## config.mk

```make
export PLATFORM = sky130hd
export DESIGN_NAME = rgb_to_hsv_hsl
export DESIGN_NICKNAME = d
export VERILOG_FILES = /design/src/rhh_pkg.sv /design/src/rgb_to_hsv_hsl.sv /design/src/rhh_front.sv /design/src/rhh_div.sv /design/src/rhh_back.sv
export SDC_FILE = /design/constraint.sdc
export NUM_CORES = 2
export LEC_CHECK = 0
export ABC_AREA = 0
export BUFFER_PORTS_ARGS = -buffer_cell sky130_fd_sc_hd__buf_2
export CAP_MARGIN = 20
export CORE_ASPECT_RATIO = 1.2
export CORE_MARGIN = 2
export CORE_UTILIZATION = 30
export CTS_CLUSTER_SIZE = 8
export DETAILED_ROUTE_END_ITERATION = 8
export PLACE_DENSITY_LB_ADDON = 0.1
export SKIP_CTS_REPAIR_TIMING = 1
export SYNTH_ARGS = -nofsm -noshare
export SYNTH_HDL_FRONTEND = slang
export SYNTH_HIERARCHICAL = 1
export SYNTH_SLANG_ARGS = --single-unit
```

## constraint.sdc

```tcl
create_clock -name i_clk -period 11.9 [get_ports i_clk]
set_input_delay 0.595 -clock i_clk [delete_from_list [all_inputs] [get_ports i_clk]]
set_output_delay 0.595 -clock i_clk [all_outputs]
set_load 0.02 [all_outputs]
```

## src/rhh_pkg.sv

```systemverilog
// Shared types, constants and the divider step function for the RGB to HSV/HSL converter.
package rhh_pkg;

    localparam int CHANNEL_BITS    = 8;
    localparam int LEVEL_BITS      = CHANNEL_BITS + 1;
    localparam int ALPHA_BITS      = 8;
    localparam int HUE_BITS        = 15;
    localparam int SAT_BITS        = 16;
    localparam int SAT_FRAC        = 16;

    // Each quotient is formed by a long division over DIV_W numerator bits.
    localparam int DIV_BITS        = CHANNEL_BITS + SAT_FRAC;
    localparam int STEPS_PER_STAGE = 3;
    localparam int DIV_STAGES      = (DIV_BITS + STEPS_PER_STAGE - 1) / STEPS_PER_STAGE;
    localparam int DIV_W           = DIV_STAGES * STEPS_PER_STAGE;

    // Front stage, divider stages, output stage.
    localparam int LATENCY         = DIV_STAGES + 2;

    localparam logic [CHANNEL_BITS-1:0] FULL_SCALE   = '1;
    localparam logic [HUE_BITS-1:0]     SECTOR_UNITS = 15'd3840;
    localparam logic [HUE_BITS-1:0]     GREEN_OFFSET = 15'd7680;
    localparam logic [HUE_BITS-1:0]     BLUE_OFFSET  = 15'd15360;
    localparam logic [HUE_BITS-1:0]     FULL_CIRCLE  = 15'd23040;

    typedef enum logic {
        MODE_HSV = 1'b0,
        MODE_HSL = 1'b1
    } t_mode;

    typedef enum logic [1:0] {
        SEC_RED   = 2'd0,
        SEC_GREEN = 2'd1,
        SEC_BLUE  = 2'd2
    } t_sector;

    typedef logic [CHANNEL_BITS-1:0] t_chan;

    // Partial remainder and the numerator shift register; quotient bits enter at the bottom.
    typedef struct packed {
        logic [CHANNEL_BITS-1:0] rem;
        logic [DIV_W-1:0]        num;
    } t_div;

    // Per-pixel data that rides along with the division.
    typedef struct packed {
        logic [HUE_BITS-1:0]   offset;
        logic                  neg;
        logic                  grey;
        logic [LEVEL_BITS-1:0] level;
        logic [ALPHA_BITS-1:0] alpha;
    } t_side;

    function automatic t_div div_steps(t_div x, t_chan den);
        t_div                  y;
        logic [CHANNEL_BITS:0] t;
        logic [CHANNEL_BITS:0] diff;
        logic                  qbit;
        y = x;
        for (int i = 0; i < STEPS_PER_STAGE; i++) begin
            t    = {y.rem, y.num[DIV_W-1]};
            diff = t - {1'b0, den};
            qbit = (t >= {1'b0, den});
            if (qbit) begin
                y.rem = diff[CHANNEL_BITS-1:0];
            end else begin
                y.rem = t[CHANNEL_BITS-1:0];
            end
            y.num = {y.num[DIV_W-2:0], qbit};
        end
        return y;
    endfunction

endpackage

```

## src/rgb_to_hsv_hsl.sv

```systemverilog
// Top level of the RGB to HSV/HSL converter: mode register and the pixel pipeline.
//
//  Channel   Handshake                 Payload
//  --------  ------------------------  -----------------------------------------------
//  pixel in  start, busy               i_red, i_green, i_blue, i_alpha_in
//  result    o_valid (strobe)          o_hue_angle, o_saturation, o_level, o_alpha_out
//  config    i_cfg_valid, o_cfg_ready  i_cfg_data (output mode)
//
// One pixel is taken every cycle; each result appears in order after its start, having
// passed the front stage, the divider stages and the output stage. The divider stages form
// the hue and saturation quotients by long division, three quotient bits per stage.
// busy stays low and the result strobe cannot be held off, so nothing ever stalls.
// Reset clears the valid bits of every stage and sets the mode to HSV.
module rgb_to_hsv_hsl (
    input  logic                            i_clk,
    input  logic                            i_rst_n,
    input  logic                            start,
    output logic                            busy,
    input  rhh_pkg::t_chan                  i_red,
    input  rhh_pkg::t_chan                  i_green,
    input  rhh_pkg::t_chan                  i_blue,
    input  logic [rhh_pkg::ALPHA_BITS-1:0]  i_alpha_in,
    output logic                            o_valid,
    output logic [rhh_pkg::HUE_BITS-1:0]    o_hue_angle,
    output logic [rhh_pkg::SAT_BITS-1:0]    o_saturation,
    output logic [rhh_pkg::LEVEL_BITS-1:0]  o_level,
    output logic [rhh_pkg::ALPHA_BITS-1:0]  o_alpha_out,
    input  logic                            i_cfg_valid,
    output logic                            o_cfg_ready,
    input  logic                            i_cfg_data
);

    rhh_pkg::t_mode            r_mode;
    logic                      accept;

    logic                      f_valid;
    rhh_pkg::t_side            f_side;
    logic [rhh_pkg::DIV_W-1:0] f_hue_num, f_sat_num;
    rhh_pkg::t_chan            f_hue_den, f_sat_den;

    logic                      d_valid;
    rhh_pkg::t_side            d_side;
    rhh_pkg::t_div             d_hue, d_sat;

    assign busy        = 1'b0;
    assign o_cfg_ready = 1'b1;
    assign accept      = start && !busy;

    always_ff @(posedge i_clk) begin
        if (!i_rst_n) begin
            r_mode <= rhh_pkg::MODE_HSV;
        end else if (i_cfg_valid && o_cfg_ready) begin
            r_mode <= rhh_pkg::t_mode'(i_cfg_data);
        end
    end

    rhh_front u_front (
        .i_clk     (i_clk),
        .i_rst_n   (i_rst_n),
        .i_valid   (accept),
        .i_mode    (r_mode),
        .i_red     (i_red),
        .i_green   (i_green),
        .i_blue    (i_blue),
        .i_alpha   (i_alpha_in),
        .o_valid   (f_valid),
        .o_side    (f_side),
        .o_hue_num (f_hue_num),
        .o_hue_den (f_hue_den),
        .o_sat_num (f_sat_num),
        .o_sat_den (f_sat_den)
    );

    rhh_div u_div (
        .i_clk     (i_clk),
        .i_rst_n   (i_rst_n),
        .i_valid   (f_valid),
        .i_side    (f_side),
        .i_hue_num (f_hue_num),
        .i_hue_den (f_hue_den),
        .i_sat_num (f_sat_num),
        .i_sat_den (f_sat_den),
        .o_valid   (d_valid),
        .o_side    (d_side),
        .o_hue     (d_hue),
        .o_sat     (d_sat)
    );

    rhh_back u_back (
        .i_clk        (i_clk),
        .i_rst_n      (i_rst_n),
        .i_valid      (d_valid),
        .i_side       (d_side),
        .i_hue        (d_hue),
        .i_sat        (d_sat),
        .o_valid      (o_valid),
        .o_hue_angle  (o_hue_angle),
        .o_saturation (o_saturation),
        .o_level      (o_level),
        .o_alpha      (o_alpha_out)
    );

    // Every accepted pixel comes out after the fixed pipeline length.
    a_latency : assert property (@(posedge i_clk) disable iff (!i_rst_n)
        accept |-> ##(rhh_pkg::LATENCY) o_valid)
        else $error("accepted pixel did not produce a result on time");

    a_hue_range : assert property (@(posedge i_clk) disable iff (!i_rst_n)
        o_valid |-> (o_hue_angle < rhh_pkg::FULL_CIRCLE))
        else $error("hue outside one full circle");

    // Zero saturation only comes from a grey pixel, whose hue is zero too.
    a_grey : assert property (@(posedge i_clk) disable iff (!i_rst_n)
        (o_valid && o_saturation == '0) |-> (o_hue_angle == '0))
        else $error("zero saturation with nonzero hue");

    a_hsv_level : assert property (@(posedge i_clk) disable iff (!i_rst_n)
        (o_valid && r_mode == rhh_pkg::MODE_HSV) |-> (o_level[0] == 1'b0))
        else $error("HSV level is not twice the largest channel");

endmodule

```

## src/rhh_front.sv

```systemverilog
// Front stage: channel extremes, hue sector, division operands and level.
module rhh_front (
    input  logic                          i_clk,
    input  logic                          i_rst_n,
    input  logic                          i_valid,
    input  rhh_pkg::t_mode                i_mode,
    input  rhh_pkg::t_chan                i_red,
    input  rhh_pkg::t_chan                i_green,
    input  rhh_pkg::t_chan                i_blue,
    input  logic [rhh_pkg::ALPHA_BITS-1:0] i_alpha,
    output logic                          o_valid,
    output rhh_pkg::t_side                o_side,
    output logic [rhh_pkg::DIV_W-1:0]     o_hue_num,
    output rhh_pkg::t_chan                o_hue_den,
    output logic [rhh_pkg::DIV_W-1:0]     o_sat_num,
    output rhh_pkg::t_chan                o_sat_den
);

    rhh_pkg::t_sector                    sector;
    rhh_pkg::t_chan                      mx, mn, chroma, op_a, op_b, delta, sat_den;
    logic [rhh_pkg::HUE_BITS-1:0]        offset;
    logic                                neg;
    logic [rhh_pkg::LEVEL_BITS-1:0]      sum, dev, level;

    logic                                r_valid;
    rhh_pkg::t_side                      r_side;
    logic [rhh_pkg::DIV_W-1:0]           r_hue_num, r_sat_num;
    rhh_pkg::t_chan                      r_hue_den, r_sat_den;

    always_comb begin
        // Ties go to green over red, and to red or green over blue: a channel wins only when strictly larger.
        if (i_red > i_green) begin
            sector = rhh_pkg::SEC_RED;
            mx     = i_red;
        end else begin
            sector = rhh_pkg::SEC_GREEN;
            mx     = i_green;
        end
        if (i_blue > mx) begin
            sector = rhh_pkg::SEC_BLUE;
            mx     = i_blue;
        end
        mn = (i_red < i_green) ? i_red : i_green;
        if (i_blue < mn) begin
            mn = i_blue;
        end
        chroma = mx - mn;

        case (sector)
            rhh_pkg::SEC_RED: begin
                op_a   = i_green;
                op_b   = i_blue;
                offset = (i_green >= i_blue) ? '0 : rhh_pkg::FULL_CIRCLE;
            end
            rhh_pkg::SEC_GREEN: begin
                op_a   = i_blue;
                op_b   = i_red;
                offset = rhh_pkg::GREEN_OFFSET;
            end
            rhh_pkg::SEC_BLUE: begin
                op_a   = i_red;
                op_b   = i_green;
                offset = rhh_pkg::BLUE_OFFSET;
            end
            default: begin
                op_a   = '0;
                op_b   = '0;
                offset = '0;
            end
        endcase
        neg   = (op_a < op_b);
        delta = neg ? (op_b - op_a) : (op_a - op_b);

        sum = {1'b0, mx} + {1'b0, mn};
        if (sum >= {1'b0, rhh_pkg::FULL_SCALE}) begin
            dev = sum - {1'b0, rhh_pkg::FULL_SCALE};
        end else begin
            dev = {1'b0, rhh_pkg::FULL_SCALE} - sum;
        end

        if (i_mode == rhh_pkg::MODE_HSL) begin
            sat_den = rhh_pkg::FULL_SCALE - dev[rhh_pkg::CHANNEL_BITS-1:0];
            level   = sum;
        end else begin
            sat_den = mx;
            level   = {mx, 1'b0};
        end
    end

    always_ff @(posedge i_clk) begin
        if (!i_rst_n) begin
            r_valid <= 1'b0;
        end else begin
            r_valid <= i_valid;
        end
    end

    always_ff @(posedge i_clk) begin
        r_side.offset <= offset;
        r_side.neg    <= neg;
        r_side.grey   <= (chroma == '0);
        r_side.level  <= level;
        r_side.alpha  <= i_alpha;
        r_hue_num     <= rhh_pkg::DIV_W'(delta) * rhh_pkg::DIV_W'(rhh_pkg::SECTOR_UNITS);
        r_hue_den     <= chroma;
        r_sat_num     <= rhh_pkg::DIV_W'(chroma) << rhh_pkg::SAT_FRAC;
        r_sat_den     <= sat_den;
    end

    assign o_valid   = r_valid;
    assign o_side    = r_side;
    assign o_hue_num = r_hue_num;
    assign o_hue_den = r_hue_den;
    assign o_sat_num = r_sat_num;
    assign o_sat_den = r_sat_den;

endmodule

```

## src/rhh_div.sv

```systemverilog
// Pipelined restoring divider: two lanes (hue and saturation), a few quotient bits per stage.
module rhh_div (
    input  logic                      i_clk,
    input  logic                      i_rst_n,
    input  logic                      i_valid,
    input  rhh_pkg::t_side            i_side,
    input  logic [rhh_pkg::DIV_W-1:0] i_hue_num,
    input  rhh_pkg::t_chan            i_hue_den,
    input  logic [rhh_pkg::DIV_W-1:0] i_sat_num,
    input  rhh_pkg::t_chan            i_sat_den,
    output logic                      o_valid,
    output rhh_pkg::t_side            o_side,
    output rhh_pkg::t_div             o_hue,
    output rhh_pkg::t_div             o_sat
);

    logic           r_valid [rhh_pkg::DIV_STAGES];
    rhh_pkg::t_side r_side  [rhh_pkg::DIV_STAGES];
    rhh_pkg::t_div  r_hue   [rhh_pkg::DIV_STAGES];
    rhh_pkg::t_div  r_sat   [rhh_pkg::DIV_STAGES];
    rhh_pkg::t_chan r_hden  [rhh_pkg::DIV_STAGES];
    rhh_pkg::t_chan r_sden  [rhh_pkg::DIV_STAGES];

    logic           w_valid [rhh_pkg::DIV_STAGES];
    rhh_pkg::t_side w_side  [rhh_pkg::DIV_STAGES];
    rhh_pkg::t_div  w_hue   [rhh_pkg::DIV_STAGES];
    rhh_pkg::t_div  w_sat   [rhh_pkg::DIV_STAGES];
    rhh_pkg::t_chan w_hden  [rhh_pkg::DIV_STAGES];
    rhh_pkg::t_chan w_sden  [rhh_pkg::DIV_STAGES];

    for (genvar s = 0; s < rhh_pkg::DIV_STAGES; s++) begin : g_stage
        if (s == 0) begin : g_first
            assign w_valid[s]   = i_valid;
            assign w_side[s]    = i_side;
            assign w_hue[s].rem = '0;
            assign w_hue[s].num = i_hue_num;
            assign w_sat[s].rem = '0;
            assign w_sat[s].num = i_sat_num;
            assign w_hden[s]    = i_hue_den;
            assign w_sden[s]    = i_sat_den;
        end else begin : g_next
            assign w_valid[s] = r_valid[s-1];
            assign w_side[s]  = r_side[s-1];
            assign w_hue[s]   = r_hue[s-1];
            assign w_sat[s]   = r_sat[s-1];
            assign w_hden[s]  = r_hden[s-1];
            assign w_sden[s]  = r_sden[s-1];
        end

        always_ff @(posedge i_clk) begin
            if (!i_rst_n) begin
                r_valid[s] <= 1'b0;
            end else begin
                r_valid[s] <= w_valid[s];
            end
        end

        always_ff @(posedge i_clk) begin
            r_side[s] <= w_side[s];
            r_hue[s]  <= rhh_pkg::div_steps(w_hue[s], w_hden[s]);
            r_sat[s]  <= rhh_pkg::div_steps(w_sat[s], w_sden[s]);
            r_hden[s] <= w_hden[s];
            r_sden[s] <= w_sden[s];
        end
    end

    assign o_valid = r_valid[rhh_pkg::DIV_STAGES-1];
    assign o_side  = r_side[rhh_pkg::DIV_STAGES-1];
    assign o_hue   = r_hue[rhh_pkg::DIV_STAGES-1];
    assign o_sat   = r_sat[rhh_pkg::DIV_STAGES-1];

endmodule

```

## src/rhh_back.sv

```systemverilog
// Output stage: hue offset and rounding, saturation clamp, grey handling.
module rhh_back (
    input  logic                            i_clk,
    input  logic                            i_rst_n,
    input  logic                            i_valid,
    input  rhh_pkg::t_side                  i_side,
    input  rhh_pkg::t_div                   i_hue,
    input  rhh_pkg::t_div                   i_sat,
    output logic                            o_valid,
    output logic [rhh_pkg::HUE_BITS-1:0]    o_hue_angle,
    output logic [rhh_pkg::SAT_BITS-1:0]    o_saturation,
    output logic [rhh_pkg::LEVEL_BITS-1:0]  o_level,
    output logic [rhh_pkg::ALPHA_BITS-1:0]  o_alpha
);

    logic [rhh_pkg::HUE_BITS-1:0]   quo, n_hue;
    logic [rhh_pkg::SAT_BITS-1:0]   n_sat;
    logic                           r_valid;
    logic [rhh_pkg::HUE_BITS-1:0]   r_hue;
    logic [rhh_pkg::SAT_BITS-1:0]   r_sat;
    logic [rhh_pkg::LEVEL_BITS-1:0] r_level;
    logic [rhh_pkg::ALPHA_BITS-1:0] r_alpha;

    always_comb begin
        quo = i_hue.num[rhh_pkg::HUE_BITS-1:0];
        // A negative sector term is truncated toward zero, so it is subtracted rounded up.
        if (i_side.neg) begin
            n_hue = i_side.offset - quo - rhh_pkg::HUE_BITS'(i_hue.rem != '0);
        end else begin
            n_hue = i_side.offset + quo;
        end
        if (i_sat.num[rhh_pkg::DIV_W-1:rhh_pkg::SAT_BITS] != '0) begin
            n_sat = '1;
        end else begin
            n_sat = i_sat.num[rhh_pkg::SAT_BITS-1:0];
        end
        if (i_side.grey) begin
            n_hue = '0;
            n_sat = '0;
        end
    end

    always_ff @(posedge i_clk) begin
        if (!i_rst_n) begin
            r_valid <= 1'b0;
        end else begin
            r_valid <= i_valid;
        end
    end

    always_ff @(posedge i_clk) begin
        r_hue   <= n_hue;
        r_sat   <= n_sat;
        r_level <= i_side.level;
        r_alpha <= i_side.alpha;
    end

    assign o_valid      = r_valid;
    assign o_hue_angle  = r_hue;
    assign o_saturation = r_sat;
    assign o_level      = r_level;
    assign o_alpha      = r_alpha;

endmodule

```

==> summary.md <==
- 0.0263 — met3 Track Usage GR
- complete, no violations — result of the run
- 3 — Hold Path Depth
- 155 — number of placement rows
- 13.0% — relative area change from synthesis to final layout
- 3 — antenna violations before repair
- 0 — Hold Vio Cnt, Final
- 760 ps — clock latency on the worst-skew pair
- 0.135 — total routing resource utilization after global routing
- 8730 ps — Final min period
- 0.303 — Initial Utilization
- flop — critical path capture point type
- in2reg — class of the worst hold path
- input port — nature of the critical path startpoint
- 29.7 ps — post-route clock skew
- 0.106 — layout cell share with drive strength beyond 1
- ha_1 — CP dominant cell by count
- 30,000 — Vias
- 429 µm — Die Height
- 2340 ps — setup slack after placement
- 1,013 — DRC marker count from the first detailed-route iteration
- u_div/r_sat[0][122]$_DFF_P_ — worst reg2reg path endpoint
- 0 ps — post-route setup TNS
- 4 — maximum level of the CTS H-tree
- in2reg — critical path class
- 85 — count of input and output buffers
- 0.734 — part of the cycle the worst path needs
- 12,530 ps — WP data required
- 0 — Slew Limit Fails
- 9.98 µm² — Mean Syn Cell Area
- yes — clock tree from TritonCTS
- false — RSZ-0062 raised after global routing
- 979 ps — transition time of the tightest slew-check pin
- 9360 ps — data arrival time of the critical path
- 115 MHz — Fmax achieved
- 0 — Final Setup Violations
- 15.3 µm — average wire length per cell after detail routing
- 149,000 µm² — area of the core
- 35 — pin count of the biggest net entering global routing
- 0.824 — gpl congestion
- 34 — Max FO, Critical Path
- 7 — 1st-pass router iterations
- 0 — final routed DRC violation total
- 138 — TritonCTS buffer count
- 45,100 µm² — Synth Cell Area
- 166,000 µm — wire length of the first global-routing pass
- 79,100 µm — HPWL after detailed placement
- 0.246 — met2 track demand over resource
- 50 ps — CTS clock-pin slew for the worst setup and hold paths
- 0.347 — max-slew headroom at the worst pin
- r_mode$_SDFFE_PN0P_ — hold path endpoint
- met2 — layer with the highest usage after global routing
- fa_1 — CP max-delay cell
- 4240 ps — R2R setup slack
- 6 — count of synthesis-stage warnings from yosys
- 0 — total congestion overflow
- 5,207 — number of nets in the layout
- 0 — Max-cap violations
- 3170 ps — worst setup margin
- 15,100 — number of fill cells
- clkbuf_16 — Root Buffer Master
- 3 — clock tree buffer depth
- 88 — IO Pins
- 31,800 — number of global-route vias before repair
- i_cfg_data — start point of the worst min-delay path
- 0 — number of antenna-violating nets in the routed design
- 936 — Num Clock Sinks
- 0.154 — Global Route met1 Usage
- 550 ps — slowest cell delay on critical path
- 358 µm — Die X
- 4,521 — synthesized instance count
- 28 — count of cells along the worst register-to-register path
- 101,000 µm — total wire length after detailed routing
- 4.54 — detail-routed via count per cell
- 154,000 µm² — floorplan die area
- u_div/r_sden[2][1]$_DFF_P_ — worst r2r src
## state kept, by name (all words and copies together) (netlist names)
signal / flops
u_div/r_side: 272
u_div/r_sat: 248
u_div/r_hue: 193
u_div/r_hden: 56
u_div/r_sden: 56
u_front/o_side: 24
u_back/o_saturation: 16
u_back/o_hue_angle: 15
u_front/o_hue_num: 12
u_back/o_level: 9
u_back/o_alpha: 8
u_div/r_valid: 8
u_front/o_hue_den: 8
u_front/o_sat_den: 8
r_mode: 1
u_back/o_valid: 1
u_front/o_valid: 1
## cell type report
cell class	instances	area (µm²)	share of cell area
antenna	1	2.50	0.0000491
clock buffer	158	3640	0.0714
multi-input combinational	2968	23600	0.462
clock inverter	13	228	0.00447
tap	1962	2450	0.0481
sequential	936	18700	0.368
timing repair buffer	105	598	0.0117
inverter	469	1760	0.0346
## worst max-delay path, delay by kind of cell
family,cells,cell delay (ps)
simple gates,6,1280
buf+inv,6,1170
xor+xnor,1,190
fa+ha+maj,6,2230
compound gates,12,3200
mux,2,650
## worst max path at each step
stage / startpoint / end / slack (ps) / cells past startpoint
finish: i_green[4] / u_front/o_hue_num[19]$_DFF_P_ / 3170 / 33
detailed placement: i_green[4] / u_front/o_hue_num[19]$_DFF_P_ / 2340 / 35
floorplan: i_green[4] / u_front/o_hue_num[19]$_DFF_P_ / 3800 / 34
global route: i_green[4] / u_front/o_hue_num[19]$_DFF_P_ / 2390 / 35
global placement: i_green[4] / u_front/o_hue_num[19]$_DFF_P_ / 2370 / 35
CTS: i_green[4] / u_front/o_hue_num[19]$_DFF_P_ / 3150 / 35
## through the flow
stage,utilization,hold WS [ps],cells,area (µm²)
global route,0.342,58.1,6611,51000
global placement,0.315,310,6430,47000
detailed placement,0.315,312,6430,47000
finish,0.342,107,6612,51000
CTS,0.341,-146,6601,50900
floorplan,-,310,4557,45300
## cells in the final DEF, fill, tap and decap left out, types with 10 or more instances in the layout
master	n
nand2_1	179
buf_4	11
clkbuf_16	141
mux2i_1	82
clkbuf_1	12
a211o_1	10
nand4_1	60
xor2_1	93
or3_1	16
and3_1	19
o211ai_1	13
inv_1	457
o21bai_1	43
nor3_1	84
fa_1	62
a21oi_1	265
a221o_1	17
ha_1	490
or2_2	19
dfxtp_1	935
a211oi_1	29
nand3_1	52
nor4_1	18
xnor2_1	174
o31ai_1	16
o21ai_0	175
mux2_2	151
nor2b_1	80
a21o_1	86
o21ai_1	18
buf_2	85
nand3b_1	11
o21a_1	37
a21boi_0	21
conb_1	39
a31oi_1	28
and2_1	25
nor2_1	296
nand2b_1	40
mux2_1	42
## metal layers
| layer | up-vias | wire (µm) |
|---|---|---|
| li1 | 15600 | - |
| met1 | 13900 | 43400 |
| met2 | 354 | 51700 |
| met3 | 165 | 3270 |
| met4 | 2 | 2640 |
| met5 | - | 11 |
Power is left out: the tool's default activity adds up to more than one toggle a clock period on the data nets, which glitch-free logic cannot reach.
